$ cat config.mk
export PLATFORM = sky130hd
export DESIGN_NAME = debounced_key_press_detector_top
export DESIGN_NICKNAME = d
export VERILOG_FILES = /design/src/dkpd_pkg.sv /design/src/debounced_key_press_detector_top.sv
export VERILOG_INCLUDE_DIRS = /design/src /design/src/src
export SDC_FILE = /design/constraint.sdc
export NUM_CORES = 1
export LEC_CHECK = 0
export ABC_AREA = 1
export BUFFER_PORTS_ARGS = -buffer_cell sky130_fd_sc_hd__clkbuf_2
export CAP_MARGIN = 0
export CORE_ASPECT_RATIO = 1.25
export CORE_MARGIN = 3
export CORE_UTILIZATION = 57
export CTS_BUF_LIST = sky130_fd_sc_hd__clkbuf_4
export CTS_CLUSTER_DIAMETER = 100
export DETAILED_ROUTE_END_ITERATION = 12
export GPL_ROUTABILITY_DRIVEN = 0
export HOLD_SLACK_MARGIN = 0.06
export PLACE_DENSITY = 0.75
export SLEW_MARGIN = 20
export SYNTH_ARGS = -nofsm -noshare
export SYNTH_HDL_FRONTEND = slang
export SYNTH_SLANG_ARGS = --single-unit
$ cat constraint.sdc
create_clock -name clock -period 5.1 [get_ports clock]
set_input_delay 0.51 -clock clock [delete_from_list [all_inputs] [get_ports clock]]
set_output_delay 0.51 -clock clock [all_outputs]
set_load 0.1 [all_outputs]
$ cat src/debounced_key_press_detector_top_assert.svh
// assertion macros for the debounced key press detector
`ifndef DEBOUNCED_KEY_PRESS_DETECTOR_TOP_ASSERT_SVH
`define DEBOUNCED_KEY_PRESS_DETECTOR_TOP_ASSERT_SVH

// same-cycle implication, disabled during reset
`define DKPD_ASSERT_NOW(label, clk, rst, ante, cons) \
   label: assert property (@(posedge clk) disable iff (rst) (ante) |-> (cons)) \
      else $error("assertion failed: same-cycle implication");

// next-cycle implication, disabled during reset
`define DKPD_ASSERT_NEXT(label, clk, rst, ante, cons) \
   label: assert property (@(posedge clk) disable iff (rst) (ante) |=> (cons)) \
      else $error("assertion failed: next-cycle implication");

`endif

$ cat src/dkpd_pkg.sv
// types and constants for the debounced key press detector
package dkpd_pkg;

   localparam logic [7:0] STATUS_PRESSED  = 8'hC8;
   localparam logic [7:0] STATUS_RELEASED = 8'h00;

   localparam logic OP_SAMPLE = 1'b0;
   localparam logic OP_RESYNC = 1'b1;

   localparam logic LEVEL_PRESSED  = 1'b0;
   localparam logic LEVEL_RELEASED = 1'b1;

   localparam logic MODE_SWITCH     = 1'b0;
   localparam logic MODE_PUSHBUTTON = 1'b1;

   localparam int CSR_INDEX_WIDTH = 3;
   localparam int CSR_DATA_WIDTH  = 16;

   localparam logic [CSR_INDEX_WIDTH-1:0] CSR_PRESS_MODE    = 3'd0;
   localparam logic [CSR_INDEX_WIDTH-1:0] CSR_LOCKED        = 3'd1;
   localparam logic [CSR_INDEX_WIDTH-1:0] CSR_DEBOUNCE_MS   = 3'd2;
   localparam logic [CSR_INDEX_WIDTH-1:0] CSR_LONG_PRESS_MS = 3'd3;
   localparam logic [CSR_INDEX_WIDTH-1:0] CSR_CHANNEL_ID    = 3'd4;

   localparam logic [15:0] DEBOUNCE_RESET   = 16'd50;
   localparam logic [15:0] LONG_PRESS_RESET = 16'd1000;

   typedef struct packed {
      logic       event_valid;
      logic       event_long;
      logic [7:0] event_count;
      logic [7:0] event_channel;
      logic [7:0] status_value;
   } rsp_type;

endpackage

$ cat src/debounced_key_press_detector_top.sv
// debounced key press detector with long-press repeat, single pass per transaction
// an accepted request is held in the input register, and its result is then captured in the result register
// throughput: one transaction per cycle while results are taken, set by the single registered compute stage
// the input register stalls only while the result register holds an untaken result
// reset (synchronous, active high) restores the configuration, state and valid registers to defaults
module debounced_key_press_detector_top #(
   parameter int TIME_WIDTH = 32
) (
   input  logic                               clock,
   input  logic                               reset,
   input  logic                               req_tvalid,
   output logic                               req_tready,
   input  logic [39:0]                        req_tdata,  // time_ms, pin_level, zero pad
   input  logic                               req_tuser,  // op
   output logic                               rsp_tvalid,
   input  logic                               rsp_tready,
   output logic [23:0]                        rsp_tdata,  // event_count, event_channel,
                                                          // status_value
   output logic [1:0]                         rsp_tuser,  // event_valid, event_long
   input  logic                               csr_valid,
   output logic                               csr_ready,
   input  logic [dkpd_pkg::CSR_INDEX_WIDTH-1:0] csr_index,
   input  logic [dkpd_pkg::CSR_DATA_WIDTH-1:0]  csr_data
);

   logic                  press_mode_ff;
   logic                  locked_ff;
   logic [15:0]           debounce_ff;
   logic [15:0]           long_press_ff;
   logic [7:0]            channel_ff;

   logic                  raw_level_ff, raw_level_in;
   logic                  stable_level_ff, stable_level_in;
   logic [TIME_WIDTH-1:0] change_time_ff, change_time_in;
   logic [TIME_WIDTH-1:0] press_start_ff, press_start_in;
   logic [TIME_WIDTH-1:0] last_long_ff, last_long_in;
   logic [7:0]            counter_ff, counter_in;
   logic                  long_reported_ff, long_reported_in;

   logic                  s1_valid_ff;
   logic                  s1_op_ff;
   logic [TIME_WIDTH-1:0] s1_time_ff;
   logic                  s1_pin_ff;

   logic                  rsp_valid_ff;
   dkpd_pkg::rsp_type     rsp_ff, rsp_in;

   logic                  s1_advance;
   logic                  ev_short;
   logic [TIME_WIDTH-1:0] since_change, since_press, since_long;

   assign csr_ready  = 1'b1;
   assign s1_advance = s1_valid_ff && (!rsp_valid_ff || rsp_tready);
   assign req_tready = !s1_valid_ff || s1_advance;

   always_ff @(posedge clock) begin
      if (reset) begin
         press_mode_ff <= dkpd_pkg::MODE_PUSHBUTTON;
         locked_ff     <= 1'b0;
         debounce_ff   <= dkpd_pkg::DEBOUNCE_RESET;
         long_press_ff <= dkpd_pkg::LONG_PRESS_RESET;
         channel_ff    <= 8'd0;
      end else if (csr_valid && csr_ready) begin
         case (csr_index)
            dkpd_pkg::CSR_PRESS_MODE:    press_mode_ff <= csr_data[0];
            dkpd_pkg::CSR_LOCKED:        locked_ff     <= csr_data[0];
            dkpd_pkg::CSR_DEBOUNCE_MS:   debounce_ff   <= csr_data;
            dkpd_pkg::CSR_LONG_PRESS_MS: long_press_ff <= csr_data;
            dkpd_pkg::CSR_CHANNEL_ID:    channel_ff    <= csr_data[7:0];
            default: ;
         endcase
      end
   end

   assign since_change = s1_time_ff - change_time_ff;
   assign since_press  = s1_time_ff - press_start_ff;
   assign since_long   = s1_time_ff - last_long_ff;

   always_comb begin
      raw_level_in     = raw_level_ff;
      stable_level_in  = stable_level_ff;
      change_time_in   = change_time_ff;
      press_start_in   = press_start_ff;
      last_long_in     = last_long_ff;
      counter_in       = counter_ff;
      long_reported_in = long_reported_ff;
      ev_short         = 1'b0;
      rsp_in           = '0;
      if (s1_op_ff == dkpd_pkg::OP_RESYNC) begin
         raw_level_in     = s1_pin_ff;
         stable_level_in  = s1_pin_ff;
         change_time_in   = s1_time_ff;
         long_reported_in = 1'b0;
      end else if (s1_pin_ff != raw_level_ff) begin
         raw_level_in   = s1_pin_ff;
         change_time_in = s1_time_ff;
      end else if (since_change >= TIME_WIDTH'(debounce_ff)) begin
         stable_level_in = s1_pin_ff;
         if (!locked_ff) begin
            if (press_mode_ff == dkpd_pkg::MODE_SWITCH) begin
               if (s1_pin_ff != stable_level_ff) begin
                  ev_short = 1'b1;
               end
            end else if (s1_pin_ff != stable_level_ff) begin
               if (s1_pin_ff == dkpd_pkg::LEVEL_PRESSED) begin
                  press_start_in   = s1_time_ff;
                  long_reported_in = 1'b0;
               end else if (!long_reported_ff) begin
                  ev_short = 1'b1;
               end
            end else if (s1_pin_ff == dkpd_pkg::LEVEL_PRESSED) begin
               if (!long_reported_ff) begin
                  if (since_press >= TIME_WIDTH'(long_press_ff)) begin
                     long_reported_in  = 1'b1;
                     last_long_in      = s1_time_ff;
                     rsp_in.event_valid = 1'b1;
                     rsp_in.event_long  = 1'b1;
                  end
               end else if (since_long >= TIME_WIDTH'(long_press_ff >> 1)) begin
                  last_long_in       = s1_time_ff;
                  rsp_in.event_valid = 1'b1;
                  rsp_in.event_long  = 1'b1;
               end
            end
         end
      end
      if (ev_short) begin
         rsp_in.event_valid = 1'b1;
         counter_in         = counter_ff + 8'd1;
      end
      if (rsp_in.event_valid) begin
         rsp_in.event_count   = counter_ff;
         rsp_in.event_channel = channel_ff;
      end
      rsp_in.status_value = (stable_level_in == dkpd_pkg::LEVEL_RELEASED) ?
                            dkpd_pkg::STATUS_RELEASED : dkpd_pkg::STATUS_PRESSED;
   end

   always_ff @(posedge clock) begin
      if (reset) begin
         s1_valid_ff      <= 1'b0;
         rsp_valid_ff     <= 1'b0;
         raw_level_ff     <= dkpd_pkg::LEVEL_RELEASED;
         stable_level_ff  <= dkpd_pkg::LEVEL_RELEASED;
         change_time_ff   <= '0;
         press_start_ff   <= '0;
         last_long_ff     <= '0;
         counter_ff       <= 8'd0;
         long_reported_ff <= 1'b0;
      end else begin
         if (req_tready) begin
            s1_valid_ff <= req_tvalid;
         end
         if (s1_advance) begin
            rsp_valid_ff     <= 1'b1;
            raw_level_ff     <= raw_level_in;
            stable_level_ff  <= stable_level_in;
            change_time_ff   <= change_time_in;
            press_start_ff   <= press_start_in;
            last_long_ff     <= last_long_in;
            counter_ff       <= counter_in;
            long_reported_ff <= long_reported_in;
         end else if (rsp_tready) begin
            rsp_valid_ff <= 1'b0;
         end
      end
   end

   always_ff @(posedge clock) begin
      if (req_tvalid && req_tready) begin
         s1_op_ff   <= req_tuser;
         s1_time_ff <= req_tdata[TIME_WIDTH-1:0];
         s1_pin_ff  <= req_tdata[32];
      end
      if (s1_advance) begin
         rsp_ff <= rsp_in;
      end
   end

   assign rsp_tvalid = rsp_valid_ff;
   assign rsp_tuser  = {rsp_ff.event_long, rsp_ff.event_valid};
   assign rsp_tdata  = {rsp_ff.status_value, rsp_ff.event_channel, rsp_ff.event_count};

`include "debounced_key_press_detector_top_assert.svh"

   `DKPD_ASSERT_NOW(a_no_event_fields_clear, clock, reset,
      rsp_valid_ff && !rsp_ff.event_valid,
      !rsp_ff.event_long && rsp_ff.event_count == 8'd0 && rsp_ff.event_channel == 8'd0)
   `DKPD_ASSERT_NEXT(a_short_event_counts, clock, reset,
      s1_advance && ev_short, counter_ff == $past(counter_ff) + 8'd1)
   `DKPD_ASSERT_NEXT(a_locked_silent, clock, reset,
      s1_advance && locked_ff, !rsp_ff.event_valid)
   `DKPD_ASSERT_NEXT(a_status_tracks_level, clock, reset,
      s1_advance,
      rsp_ff.status_value == ((stable_level_ff == dkpd_pkg::LEVEL_RELEASED) ?
                              dkpd_pkg::STATUS_RELEASED : dkpd_pkg::STATUS_PRESSED))

endmodule
==> results by group <==
Run status
  – Status: finished clean

Power and ir drop
  – Pwr Density: 256.1 nW/um2
  – Total power draw: 0.004596 W
  – VDD IR max: 0.1813 mV
  – LEAKAGE: 9.165 nW

Floorplan
  – Initial core utilization: 58.25%
  – I/O pin cnt: 94
  – # rows: 68
  – Core footprint: 27740 um2
  – Die height: 194.2 um
  – Die area: 30410 um2
  – Die X: 156.6 um

Timing
  – Min Tclk post-route: 4516 ps
  – Fin crit share: 88.55%
  – RSZ-0062 raised after global routing: no
  – Actual slew at the worst max-slew pin: 892.8 ps
  – Final Hold Violating Endpoints: 0
  – Fin Setup TNS: 0 ps
  – Fin. max-slew vios: 0
  – Setup-failing EPs final: 0
  – Fin Clk Skew: 65.62 ps
  – Rel. slew slack: 40.41%
  – Max Clock Freq: 221.4 MHz

Critical path
  – CP Capture Type: register
  – CP required: 5550 ps
  – CP startpoint kind: register
  – Slowest stage cell, crit path: edfxtp_1
  – CP Class: register to register
  – Maximum fanout along the worst path: 17
  – Slowest stage delay, CP: 640 ps
  – CP bufs+invs: 3
  – Critical path arrival: 4960 ps
  – Delay-heaviest family, CP: simple AND/OR/NAND/NOR gates
  – Crit path top cell by count: nand2_1

Layout
  – Layout area overhead: 11.07%
  – Most frequent cells in the layout: nand2_1, inv_1, nor2_1
  – Fillers: 2610
  – Layout cells sized above 1: 9.330%
  – Most common cell after layout, fill and taps aside: nand2_1
  – Footprint of the multi-input gates: 9321 um2
  – FF/Latch Area: 4614 um2
  – Nets: 2897

Synth
  – Mapped Cells: 2556
  – Main flop type after synthesis: dfxtp_1
  – Seq/Total Area, Yosys: 28.56%
  – Ys Warns: 0
  – Netlist cell types: 48
  – Seq cells post-synth: 204
  – Async set-reset flop share out of synthesis: 0%
  – Number of synthesized flops with an enable pin: 53
  – Mapped Area: 16160 um2
  – Post-Syn Area per Cell: 6.321 um2

Placement
  – Port bufs: 80
  – DPL Wire Length: 35280 um

Detailed routing
  – Post-route ant nets: 0
  – Routed wire per std cell: 14.34 um
  – Drt via density: 5.196
  – Via count: 16.03k
  – Routed wire length: 44250 um
  – Post-route DRC: 0
  – Initial DRC count: 971
  – TritonRoute pass-1 iters: 5

Clock network
  – Clk root buf: clkbuf_4
  – Clock Pin Slew Worst Setup and Hold Paths: 70 ps
  – Worst-Skew Late Latency: 730 ps
  – Htree depth: 2
  – TritonCTS clock tree: built
  – TritonCTS buffer count: 54
  – Cts repair resizes: 0
  – Max Root-Sink Buffers: 3
  – Clock sinks: 204

GRT
  – Pin count of the biggest net entering global routing: 67
  – First-pass GRT wire length: 71180 um
  – Number of global-route vias before repair: 14.79k
  – Gr usage total: 28.75%
  – Initial antenna violation count: 1
  – Grt ovf: 0

Worst hold path
  – Hold crit path type: primary input to register

Job
  – Max-cap violations: 0
-- worst register-to-register path, delay by kind of cell (launching register included) --
| family | cells | cell delay [ps] |
|---|---|---|
| simple gates | 17 | 1830 |
| xor+xnor | 1 | 170 |
| buf+inv | 3 | 520 |
| compound gates | 2 | 330 |
| flops | 1 | 640 |
| fa+ha+maj | 2 | 770 |
-- timing repair --
| item | CTS | global route |
|---|---|---|
| hold buffers | 36 | 0 |
| hold endpoints to repair | 36 | 0 |
| setup buffers | 0 | 0 |
-- metrics by stage --
| step | util (%) | setup WS [ps] | hold slack [ps] | instance area (um2) | std cells |
|---|---|---|---|---|---|
| final | 64.69 | 584.1 | 120.3 | 17940 | 3085 |
| after global routing | 64.68 | 282.5 | 70.39 | 17940 | 3084 |
| after CTS | 64.58 | 540.7 | 61.30 | 17910 | 3082 |
| after detailed placement | 60.52 | 601.1 | 447.2 | 16780 | 2944 |
| after global placement | 60.52 | 690.8 | 439.8 | 16780 | 2944 |
| after floorplan | - | 1535 | 427.4 | 16170 | 2560 |
-- synth_stat cells (5+ instances only) --
library cell / number / share of area [%]
and2_1: 5 / 0.19
clkbuf_1: 27 / 0.63
nand3_1: 97 / 3.0
o21ai_1: 21 / 0.65
nor3_1: 29 / 0.90
inv_1: 493 / 11
buf_4: 14 / 0.65
nand2_1: 733 / 17
nand3_2: 6 / 0.37
nor2_2: 27 / 1.0
o21bai_1: 8 / 0.37
o21ai_0: 102 / 3.2
buf_2: 6 / 0.19
nor2_1: 254 / 5.9
inv_2: 21 / 0.49
a21oi_1: 189 / 5.9
xor2_1: 44 / 2.4
dfxtp_1: 151 / 19
nand4_1: 58 / 2.2
nand2_2: 11 / 0.43
ha_1: 142 / 11
xnor2_1: 5 / 0.27
nand3b_1: 11 / 0.51
edfxtp_1: 53 / 9.9
-- logic make-up (layout without fill, tap and decap cells) --
| kind of cell | Yosys count | count (layout) | synth area share, % |
|---|---|---|---|
| other | 2 | 8 | 0.04649 |
| XOR/XNOR | 49 | 49 | 2.656 |
| AND/OR/NAND/NOR | 1242 | 1242 | 32.37 |
| AO/OA/AOI/OAI | 341 | 341 | 11.09 |
| flip-flops | 204 | 204 | 28.56 |
| buffers and inverters | 573 | 746 | 13.91 |
| adder cells (fa/ha/maj) | 145 | 145 | 11.37 |
-- layout make-up --
class                      count  share of cell area [%]
clock buffer                  77                   3.222
sequential                   204                   25.72
multi-input combinational   1783                   51.95
timing repair buffer         126                   4.728
clock inverter                25                   1.060
antenna                        2                 0.02789
tap                          350                   2.441
inverter                     518                   10.86
-- power by group --
| group | leakage, nW | internal [W] | switching, W |
|---|---|---|---|
| clock network | 0.447 | 0.000858 | 0.000723 |
| logic | 6.98 | 0.000420 | 0.000819 |
| registers | 1.74 | 0.00172 | 0.0000557 |
-- per-layer routing --
layer	up-vias	share of wire, %	track usage [%]
met1	7081	41	33.95
met2	530	47	49.38
met4	0	6.0	15.76
met5	-	0	0
li1	8294	-	-
met3	126	6.0	4.443
-- state kept, by name, summed over array words and instances (netlist names), 2 cells and up --
name            cells
last_long_ff       32
change_time_ff     32
rsp_tuser           2
rsp_tdata          17
debounce_ff        16
press_start_ff     32
long_press_ff      16
channel_ff          8
s1_time_ff         32
counter_ff          8
-- final timing paths --
kind                              start  depth (start not counted)  slack (ps)                            end
min                         csr_data[9]                          3         120  long_press_ff[9]$_SDFFE_PP1P_
max             s1_time_ff[1]$_DFFE_PP_                         25         580    rsp_tdata[13]$_SDFFCE_PN0P_
min reg2reg  channel_ff[5]$_SDFFE_PP0P_                          2         450     channel_ff[5]$_SDFFE_PP0P_
max reg2reg     s1_time_ff[1]$_DFFE_PP_                         25         580    rsp_tdata[13]$_SDFFCE_PN0P_
Power figures use the tool's default switching activity.
